===== src/rtl/core/cmrd_pkg.sv =====
// ----------------------------------------------------------------------------
// cmrd_pkg
// Shared types, constants and the PEC byte update for the readback deframer.
// ----------------------------------------------------------------------------
package cmrd_pkg;

    localparam int MAX_CHIPS      = 16;
    localparam int CHAIN_W        = 5;
    localparam int CHIP_W         = 4;
    localparam int POS_W          = 3;
    localparam int INDEX_W        = 8;

    localparam logic [15:0] PEC_SEED = 16'h0010;
    localparam logic [15:0] PEC_POLY = 16'h4599;

    localparam logic [POS_W-1:0] POS_PEC_HIGH = 3'd6;
    localparam logic [POS_W-1:0] POS_PEC_LOW  = 3'd7;

    localparam logic [CHAIN_W-1:0] CHAIN_MIN   = 5'd1;
    localparam logic [CHAIN_W-1:0] CHAIN_MAX   = 5'(MAX_CHIPS);
    localparam logic [CHAIN_W-1:0] CHAIN_RESET = 5'd1;

    localparam logic MODE_CELL = 1'b0;
    localparam logic MODE_AUX  = 1'b1;

    typedef struct packed {
        logic [7:0] data_byte;
        logic       mode;
        logic [1:0] group;
        logic       frame_start;
    } item_t;

    typedef struct packed {
        logic [15:0]        code_first;
        logic [15:0]        code_second;
        logic [15:0]        code_third;
        logic [INDEX_W-1:0] first_index;
        logic               pec_ok;
        logic               last;
    } result_t;

    // CRC-15 remainder update for one byte, kept at 16 bits
    function automatic logic [15:0] pec_update(input logic [15:0] rem,
                                               input logic [7:0]  data);
        logic [15:0] t;
        t = {1'b0, rem[14:7] ^ data, 7'b0};
        for (int b = 0; b < 8; b++)
        begin
            if (t[14])
                t = {t[14:0], 1'b0} ^ PEC_POLY;
            else
                t = {t[14:0], 1'b0};
        end
        return {rem[7:0], 8'h00} ^ t;
    endfunction

endpackage


===== src/rtl/core/cmrd_deframe.sv =====
// ----------------------------------------------------------------------------
// cmrd_deframe
// Chunk state, PEC accumulation and result assembly, one byte per cycle unless stalled.
// ----------------------------------------------------------------------------
module cmrd_deframe
    import cmrd_pkg::*;
(
    input  logic               clk,
    input  logic               rst_n,
    input  logic               item_valid,
    input  item_t              item,
    input  logic [CHAIN_W-1:0] chain_length,
    input  logic               slot_free,
    output logic               step,
    output logic               emit,
    output result_t            result
);

    logic [POS_W-1:0]  byte_position_reg, byte_position_next;
    logic [CHIP_W-1:0] chip_counter_reg, chip_counter_next;
    logic [15:0]       pec_remainder_reg, pec_remainder_next;
    logic [47:0]       data_bytes_reg, data_bytes_next;
    logic [7:0]        pec_high_reg, pec_high_next;

    logic [POS_W-1:0]   pos_eff;
    logic [CHIP_W-1:0]  chip_eff;
    logic [15:0]        rem_eff;
    logic [CHIP_W-1:0]  top;
    logic               is_last;
    logic [CHIP_W-1:0]  chain_pos;
    logic [1:0]         grp;
    logic [INDEX_W-1:0] pos_scaled;
    logic [INDEX_W-1:0] grp_offset;

    // frame start restarts the chunk before the byte is taken
    assign pos_eff  = item.frame_start ? '0 : byte_position_reg;
    assign chip_eff = item.frame_start ? '0 : chip_counter_reg;
    assign rem_eff  = item.frame_start ? PEC_SEED : pec_remainder_reg;

    assign emit = item_valid && (pos_eff == POS_PEC_LOW);
    assign step = item_valid && (!emit || slot_free);

    assign top       = CHIP_W'(chain_length - CHAIN_MIN);
    assign is_last   = chip_eff >= top;
    assign chain_pos = is_last ? '0 : top - chip_eff;
    assign grp       = (item.mode == MODE_AUX) ? {1'b0, item.group[0]} : item.group;

    // stride 12 = 8 + 4, stride 6 = 4 + 2
    always_comb
    begin
        unique case (item.mode)
            MODE_CELL: pos_scaled = {1'b0, chain_pos, 3'b0} + {2'b0, chain_pos, 2'b0};
            MODE_AUX:  pos_scaled = {2'b0, chain_pos, 2'b0} + {3'b0, chain_pos, 1'b0};
            default:   pos_scaled = '0;
        endcase
    end
    assign grp_offset = {5'b0, grp, 1'b0} + {6'b0, grp};

    assign result.code_first  = data_bytes_reg[15:0];
    assign result.code_second = data_bytes_reg[31:16];
    assign result.code_third  = data_bytes_reg[47:32];
    assign result.first_index = pos_scaled + grp_offset;
    assign result.pec_ok      = {pec_high_reg, item.data_byte} == {rem_eff[14:0], 1'b0};
    assign result.last        = is_last;

    always_comb
    begin
        byte_position_next = byte_position_reg;
        chip_counter_next  = chip_counter_reg;
        pec_remainder_next = pec_remainder_reg;
        data_bytes_next    = data_bytes_reg;
        pec_high_next      = pec_high_reg;
        if (step)
        begin
            chip_counter_next  = chip_eff;
            pec_remainder_next = rem_eff;
            priority if (pos_eff < POS_PEC_HIGH)
            begin
                data_bytes_next[pos_eff*8 +: 8] = item.data_byte;
                pec_remainder_next = pec_update(rem_eff, item.data_byte);
                byte_position_next = pos_eff + 1'b1;
            end
            else if (pos_eff == POS_PEC_HIGH)
            begin
                pec_high_next      = item.data_byte;
                byte_position_next = POS_PEC_LOW;
            end
            else
            begin
                byte_position_next = '0;
                pec_remainder_next = PEC_SEED;
                chip_counter_next  = is_last ? '0 : chip_eff + 1'b1;
            end
        end
    end

    always_ff @(posedge clk or negedge rst_n)
    begin
        if (!rst_n)
        begin
            byte_position_reg <= '0;
            chip_counter_reg  <= '0;
            pec_remainder_reg <= PEC_SEED;
        end
        else
        begin
            byte_position_reg <= byte_position_next;
            chip_counter_reg  <= chip_counter_next;
            pec_remainder_reg <= pec_remainder_next;
        end
    end

    always_ff @(posedge clk)
    begin
        data_bytes_reg <= data_bytes_next;
        pec_high_reg   <= pec_high_next;
    end

`ifndef NO_ASSERTIONS
    a_chain_in_range: assert property (@(posedge clk) disable iff (!rst_n)
        chain_length >= CHAIN_MIN && chain_length <= CHAIN_MAX)
        else $error("chain length out of range");

    a_last_wraps: assert property (@(posedge clk) disable iff (!rst_n)
        step && emit && result.last |=> chip_counter_reg == '0 && byte_position_reg == '0)
        else $error("last chip did not restart the chain");

    a_data_advances: assert property (@(posedge clk) disable iff (!rst_n)
        step && !emit |=> byte_position_reg != '0)
        else $error("byte position did not advance");
`endif

endmodule


===== src/rtl/core/cmrd_out_reg.sv =====
// ----------------------------------------------------------------------------
// cmrd_out_reg
// Result register holding one transaction until the receiver takes it.
// ----------------------------------------------------------------------------
module cmrd_out_reg
    import cmrd_pkg::*;
(
    input  logic    clk,
    input  logic    rst_n,
    input  logic    load,
    input  result_t load_data,
    input  logic    out_stall,
    output logic    slot_free,
    output logic    out_valid,
    output result_t out_data
);

    logic    valid_reg, valid_next;
    result_t data_reg, data_next;

    assign slot_free = !valid_reg || !out_stall;

    always_comb
    begin
        valid_next = valid_reg;
        data_next  = data_reg;
        if (load)
        begin
            valid_next = 1'b1;
            data_next  = load_data;
        end
        else if (slot_free)
            valid_next = 1'b0;
    end

    always_ff @(posedge clk or negedge rst_n)
    begin
        if (!rst_n)
            valid_reg <= 1'b0;
        else
            valid_reg <= valid_next;
    end

    always_ff @(posedge clk)
    begin
        data_reg <= data_next;
    end

    assign out_valid = valid_reg;
    assign out_data  = data_reg;

endmodule


===== src/rtl/core/cell_monitor_readback_deframer_unit.sv =====
// ----------------------------------------------------------------------------
// cell_monitor_readback_deframer_unit
// Deframes daisy-chain monitor readback bytes into checked 16-bit codes.
// ----------------------------------------------------------------------------
// Usage:
//  Byte channel (byte_valid/byte_stall): one response byte per transaction,
//  with mode, group and frame_start. frame_start on the first data byte of
//  a frame restarts the chip and byte counters.
//  Each chip sends 6 data bytes and a 2-byte PEC; the eighth byte of a chunk
//  produces one transaction on the result channel (result_valid/
//  result_stall) with three codes, the array index, pec_ok and last.
//  A byte is captured in an input register and processed from there; its
//  result is loaded into the result register when its eighth byte is taken.
//  One byte is taken per cycle while byte_stall is low; the CRC-15 byte
//  update is combinational between the input and PEC remainder registers.
//  While the receiver stalls a held result, data and PEC-high bytes keep
//  flowing; an eighth byte waits in the input register and byte_stall rises.
//  cfg_wr_en writes chain_length (clamped to 1..16); write only when idle.
//  Reset: chain length 1, counters cleared, PEC seed loaded, no result held.
// ----------------------------------------------------------------------------
module cell_monitor_readback_deframer_unit
    import cmrd_pkg::*;
(
    input  logic               clk,
    input  logic               rst_n,
    input  logic               cfg_wr_en,
    input  logic [CHAIN_W-1:0] cfg_wr_data,
    input  logic               byte_valid,
    output logic               byte_stall,
    input  logic [7:0]         data_byte,
    input  logic               mode,
    input  logic [1:0]         group,
    input  logic               frame_start,
    output logic               result_valid,
    input  logic               result_stall,
    output logic [15:0]        code_first,
    output logic [15:0]        code_second,
    output logic [15:0]        code_third,
    output logic [INDEX_W-1:0] first_index,
    output logic               pec_ok,
    output logic               last
);

    logic [CHAIN_W-1:0] chain_length_reg, chain_length_next;
    logic               item_valid_reg, item_valid_next;
    item_t              item_reg, item_next;

    logic    step;
    logic    emit;
    logic    slot_free;
    result_t result;
    result_t out_data;

    always_comb
    begin
        chain_length_next = chain_length_reg;
        if (cfg_wr_en)
        begin
            priority if (cfg_wr_data < CHAIN_MIN)
                chain_length_next = CHAIN_MIN;
            else if (cfg_wr_data > CHAIN_MAX)
                chain_length_next = CHAIN_MAX;
            else
                chain_length_next = cfg_wr_data;
        end
    end

    assign byte_stall = item_valid_reg && !step;

    always_comb
    begin
        item_valid_next = item_valid_reg;
        item_next       = item_reg;
        if (!byte_stall)
        begin
            item_valid_next = byte_valid;
            item_next       = '{data_byte: data_byte, mode: mode, group: group,
                                frame_start: frame_start};
        end
    end

    always_ff @(posedge clk or negedge rst_n)
    begin
        if (!rst_n)
        begin
            chain_length_reg <= CHAIN_RESET;
            item_valid_reg   <= 1'b0;
        end
        else
        begin
            chain_length_reg <= chain_length_next;
            item_valid_reg   <= item_valid_next;
        end
    end

    always_ff @(posedge clk)
    begin
        item_reg <= item_next;
    end

    cmrd_deframe u_deframe (
        .clk          (clk),
        .rst_n        (rst_n),
        .item_valid   (item_valid_reg),
        .item         (item_reg),
        .chain_length (chain_length_reg),
        .slot_free    (slot_free),
        .step         (step),
        .emit         (emit),
        .result       (result)
    );

    cmrd_out_reg u_out_reg (
        .clk       (clk),
        .rst_n     (rst_n),
        .load      (step && emit),
        .load_data (result),
        .out_stall (result_stall),
        .slot_free (slot_free),
        .out_valid (result_valid),
        .out_data  (out_data)
    );

    assign code_first  = out_data.code_first;
    assign code_second = out_data.code_second;
    assign code_third  = out_data.code_third;
    assign first_index = out_data.first_index;
    assign pec_ok      = out_data.pec_ok;
    assign last        = out_data.last;

endmodule

===== config.mk =====
export PLATFORM = sky130hd
export DESIGN_NAME = cell_monitor_readback_deframer_unit
export DESIGN_NICKNAME = d
export VERILOG_FILES = /design/src/rtl/core/cmrd_pkg.sv /design/src/rtl/core/cmrd_deframe.sv /design/src/rtl/core/cmrd_out_reg.sv /design/src/rtl/core/cell_monitor_readback_deframer_unit.sv
export SDC_FILE = /design/constraint.sdc
export NUM_CORES = 1
export LEC_CHECK = 0
export BUFFER_PORTS_ARGS = -buffer_cell sky130_fd_sc_hd__buf_2
export CELL_PAD_IN_SITES_DETAIL_PLACEMENT = 1
export CELL_PAD_IN_SITES_GLOBAL_PLACEMENT = 1
export CORE_MARGIN = 1.5
export CORE_UTILIZATION = 45
export CTS_BUF_LIST = sky130_fd_sc_hd__clkbuf_16
export CTS_CLUSTER_SIZE = 8
export DETAILED_ROUTE_END_ITERATION = 12
export PLACE_DENSITY_LB_ADDON = 0.1
export REMOVE_ABC_BUFFERS = 1
export SYNTH_ARGS = -nofsm -noshare
export SYNTH_HDL_FRONTEND = slang
export SYNTH_HIERARCHICAL = 1
export SYNTH_SLANG_ARGS = --single-unit

===== constraint.sdc =====
create_clock -name clk -period 6.3 [get_ports clk]
set_input_delay 0 -clock clk [delete_from_list [all_inputs] [get_ports clk]]
set_output_delay 0 -clock clk [all_outputs]
set_load 0.05 [all_outputs]

Word-level counts from Yosys, hierarchy flattened

Index checks and enable logic that the tools add are counted.
W data, S select, Z words.

Bits in registers: 154
Input port bits: 22

Add/sub/neg operators: 9
Magnitude comparators: 4
Equal/unequal tests: 3
Shift-type cells: 2
Mux-type cells: 42
Bitwise operators: 12
Reduce and logical (&&, ||, !) cells: 13

Operators by type and width:

| cell                      | count |
|---|---|
| $mux W15                  | 27 |
| $not A7 Y7                | 8 |
| $bwmux W48                | 1 |
| $shift A8 B34 Y48 const A | 1 |
| $shiftx A8 B34 Y48        | 1 |
| $neg A6 Y34               | 1 |
| $mux W4                   | 7 |
| $eq A16 B16 Y1            | 1 |
| $pmux W8 S2               | 1 |
| $xor A15 B15 Y15          | 1 |
| $mux W3                   | 3 |
| $add A7 B6 Y8             | 1 |
| $add A8 B8 Y8             | 1 |
| $xor A8 B8 Y8             | 1 |
| $add A6 B5 Y7             | 1 |
| $eq A3 B3 Y1 const B      | 2 |
| $gt A5 B5 Y1 const B      | 1 |
| $lt A5 B1 Y1 const B      | 1 |
| $add A3 B2 Y4             | 1 |
| $add A4 B1 Y4 const B     | 1 |
| $ge A4 B4 Y1              | 1 |
| $logic_and A1 B1 Y1       | 4 |
| $logic_not A1 Y1          | 4 |
| $sub A4 B1 Y4 const B     | 1 |
| other kinds (10)          | 13 |

Logic depth before layout (Yosys ltp)

Depth in word-level cells: 37
Depth in mapped cells: 22

Cells and area by module

Netlist, hierarchy kept.

By module, submodules not included:

| module                              | instances | cells each | area an instance (sq um) | seq. area each (sq um) |
|---|---|---|---|---|
| cmrd_deframe                        | 1         | 447        | 4695.8                   | 2233.4 |
| cmrd_out_reg                        | 1         | 61         | 1778.0                   | 1766.7 |
| cell_monitor_readback_deframer_unit | 1         | 38         | 636.9                    | 511.7 |

Worst setup path after synthesis

No wires, ideal clock.

Kind: register to register
From: reg item_reg[0] in the netlist's numbering
To: reg u_out_reg.data_reg, in the netlist u_out_reg/out_data[9] (data pin)
Arrival: 4.376 ns
Data required time: 6.148 ns
Path slack: 1.772 ns
Stages on the path, launching flop included: 22
Buffers on the path: 4
Cells stage by stage: edfxtp_1 -> buf_2 -> buf_1 -> clkbuf_1 -> clkbuf_1 -> nand2b_1 -> inv_1 -> fa_1 -> nor2b_1 -> o21a_1 -> o21a_1 -> nand2b_1 -> inv_1 -> ha_1 -> inv_1 -> fa_1 -> a21oi_1 -> ha_1 -> a21oi_1 -> nor2b_1 -> a311o_1 -> o21ai_0

RTL lines:

| element                  | line                                      | source |
|---|---|---|
| start: declaration       | cell_monitor_readback_deframer_unit.sv:46 | `item_t item_reg, item_next;` |
| start signal: assignment | cell_monitor_readback_deframer_unit.sv:98 | `item_reg <= item_next;` |
| end signal: assignment   | cmrd_out_reg.sv:46                        | `data_reg <= data_next;` |
| end: declaration         | cmrd_out_reg.sv:19                        | `result_t data_reg, data_next;` |

Final worst setup path

From: reg item_reg[0] in the netlist's numbering
To: reg u_deframe.data_bytes_reg[34], enable pin

Cells in the longest elaborated chain, start to end: 7
Elaborated cells between the ends (all ways): 8

RTL lines:

| element                     | line                                      | source |
|---|---|---|
| $mux W3                     | cmrd_deframe.sv:36                        | `assign pos_eff = item.frame_start ? '0 : byte_position_reg;` |
| $eq A3 B3 Y1                | cmrd_deframe.sv:40                        | `assign emit = item_valid && (pos_eff == POS_PEC_LOW);` |
| $logic_and A1 B1 Y1         | cmrd_deframe.sv:40                        |  |
| $logic_not A1 Y1            | cmrd_deframe.sv:41                        | `assign step = item_valid && (!emit \|\| slot_free);` |
| $logic_or A1 B1 Y1          | cmrd_deframe.sv:41                        |  |
| $logic_and A1 B1 Y1         | cmrd_deframe.sv:41                        |  |
| named net step              | cell_monitor_readback_deframer_unit.sv:48 | `logic step;` |
| $reduce_and A2 Y1 (no line) | --                                        |  |
| end signal: assignment      | cmrd_deframe.sv:115                       | `data_bytes_reg <= data_bytes_next;` |
| end: declaration            | cmrd_deframe.sv:22                        | `logic [47:0] data_bytes_reg, data_bytes_next;` |

The timed path passes the listed nets, and every way through them passes these cells.
A chain may end at the register's enable or synchronous reset.

==> reports/qor.yml <==
outcome:
  status: "completed"
critical_path:
  crit_type: "flip-flop to flip-flop"
  crit_end: "u_deframe/data_bytes_reg[34]"
  crit_chain: "buf_4 -> nand2b_1 -> inv_1 -> ha_1 -> ha_1 -> inv_1 -> o21ai_0 -> inv_1 -> nand2_1 -> nor3_1"
  cpMaxStageDelayCell: "nor3_1"
  critPathLaunch: "item_reg[0]"
  r2r-end: "u_deframe/data_bytes_reg[34]"
  crit_buf_inv: 4
  r2r-start: "item_reg[0]"
  path_depth: 10
  ff2ff_path_depth: 10
  max_stage_delay_ns: 1.08
  crit_top_cell: "inv_1"
  r2r_slack_ns: 1.81
  cp.required_ns: 6.34
  critPathCaptureType: "flip-flop"
  cp_max_fo: 27
  cp_top_family: "simple AND/OR/NAND/NOR gates"
  critPathLaunchType: "flip-flop"
  critPathArrivalTime_ns: 4.53
clock_network:
  cts_max_level: 4
  clock_latency_ns: 0.42
  root_buffer: "clkbuf_16"
  cts_buffers: 17
  cts_tree: "built"
  cts_buffer_depth: 2
  cts.sinks: 154
  path_clk_slew_ns: 0.07
global_route:
  grt_pass1_vias: 4660
  grt_antenna_before_repair: 0
  track_usage_pct: 20.6
  grt_pass1_wl_um: 25200
  grt.overflow.total: 0
  grt_max_degree: 39
logic_synthesis:
  yosysWarnings: 6
  synth_area_mm2: 0.00708
  synth.avg_cell_area_um2: 13.0
  synthesis.instances: 543
pwr:
  p_leak_nw: 3.37
  sw_frac_of_total_pct: 32.7
  vdd_drop_max_v: 0.000401
  total_power_mw: 3.50
  p_per_area_mw_per_mm2: 411
  internal_power_mw: 2.35
  pwr-share-clk_pct: 29.7
  power_frac_comb_pct: 32.6
  p_switching_mw: 1.15
  seq_power_share_pct: 37.7
placed_design:
  gp_congestion: 0.805
  port_buffers: 81
  dp.cells: 815
  hpwl_um: 11100
  pre_cts_ws_ns: 1.93
detailed_routing:
  drc_errors: 0
  wl_per_cell_um: 18.4
  num_vias: 4401
  finalWirelength_um: 16000
  first_pass_iters: 4
  initialDrtViolationCount: 214
  vias_per_cell: 5.04
  ant_nets: 0
finish:
  final_util_pct: 55.9
  largest_register_ffs: 58
  final_cells: 874
  areaGrowthSynthToFinish_pct: 20.4
  fin_nets: 693
  final_layout_size_suffix_gt1_share_pct: 19.9
  antennaDiodeCount: 0
timing:
  period_needed_ns: 4.49
  finalHoldViolCount: 0
  setup-violations-final: 0
  slew_headroom_pct: 21.0
  worst_pin_slew_ns: 1.18
  final.period_utilization_pct: 71.3
  rsz0062_at_grt: "no"
  tns_ns: 0
  clock.fmax_ghz: 0.223
  fin_skew_ns: 0.00794
  fin_ws_ns: 1.81
  maxSlewViolCount: 0
die:
  core.rowCount: 45
  initial_core_util_pct: 46.4
  coreArea_mm2: 0.0153
  die_w_um: 128
  die-area_mm2: 0.0165
  die_y_um: 128
  io_pins: 82
worst_hold_path:
  hp-class: "primary input to asynchronous set/reset pin"
run:
  max-cap-violations: 0
[power groups by stage]
| stage | logic (mW) | registers [mW] | clock network (mW) |
|---|---|---|---|
| after floorplan | 0.903 | 1.30 | 0 |
| after global placement | 1.08 | 1.34 | 0 |
| after detailed placement | 1.12 | 1.34 | 0 |
| after CTS | 1.15 | 1.32 | 1.06 |
| after global routing | 1.24 | 1.33 | 1.10 |
| final | 1.14 | 1.32 | 1.04 |
[cells in the final DEF, fill, tap and decap left out, types with 4 or more instances in the layout]
cell,instances
ha_1,17
o21a_1,4
fa_1,4
xnor2_1,41
xor2_1,17
o22ai_1,6
nor3_1,18
o21ai_1,6
xnor2_2,6
inv_1,34
buf_4,5
inv_6,6
a22o_1,4
nand2b_1,12
edfxtp_1,126
dfrtp_1,26
nor2_1,36
o21ai_0,20
nor2b_1,8
nand3b_1,4
buf_2,81
nand3_1,4
nand2_1,31
dlygate4sd3_1,27
clkbuf_16,17
and2_1,43
a21oi_1,7
[stage by stage]
stage / area [um2] / hold WS, ns
global placement: 7650 / 0.0883
floorplan: 6940 / -0.296
detailed placement: 7650 / 0.0879
finish: 8520 / 0.142
CTS: 8520 / 0.162
global route: 8520 / 0.187
[worst min path at each step]
stage | slack [ns] | cells past startpoint | to | from
global route | 0.19 | 2 | u_deframe/pec_remainder_reg[0] | rst_n
detailed placement | 0.09 | 1 | u_deframe/pec_remainder_reg[11] | rst_n
global placement | 0.09 | 1 | u_deframe/pec_remainder_reg[12] | rst_n
CTS | 0.16 | 2 | u_deframe/pec_remainder_reg[11] | rst_n
finish | 0.14 | 2 | u_deframe/pec_remainder_reg[11] | rst_n
floorplan | -0.30 | 0 | chain_length_reg[1] | rst_n
[area by class of cell]
| type | instances | area (um2) |
|---|---|---|
| clock buffer | 17 | 425 |
| clock inverter | 15 | 175 |
| fill | 1569 | 6740 |
| inverter | 34 | 128 |
| multi-input combinational | 330 | 2330 |
| sequential | 154 | 4490 |
| tap | 211 | 264 |
| timing repair buffer | 113 | 713 |
[timing repair]
action	in CTS	in global routing
hold endpoints to repair	44	0
endpoints found under the setup margin	0	0
resized for setup	0	0
hold buffers	27	0
setup buffers	0	0
[layer usage]
metal / routed length, um / GRT usage (%)
met1: 7160 / 26.0
met2: 8020 / 35.4
met3: 704 / 4.49
met4: 156 / 7.07
met5: 0 / 0
Note: power is estimated with default switching activity, not from simulation.
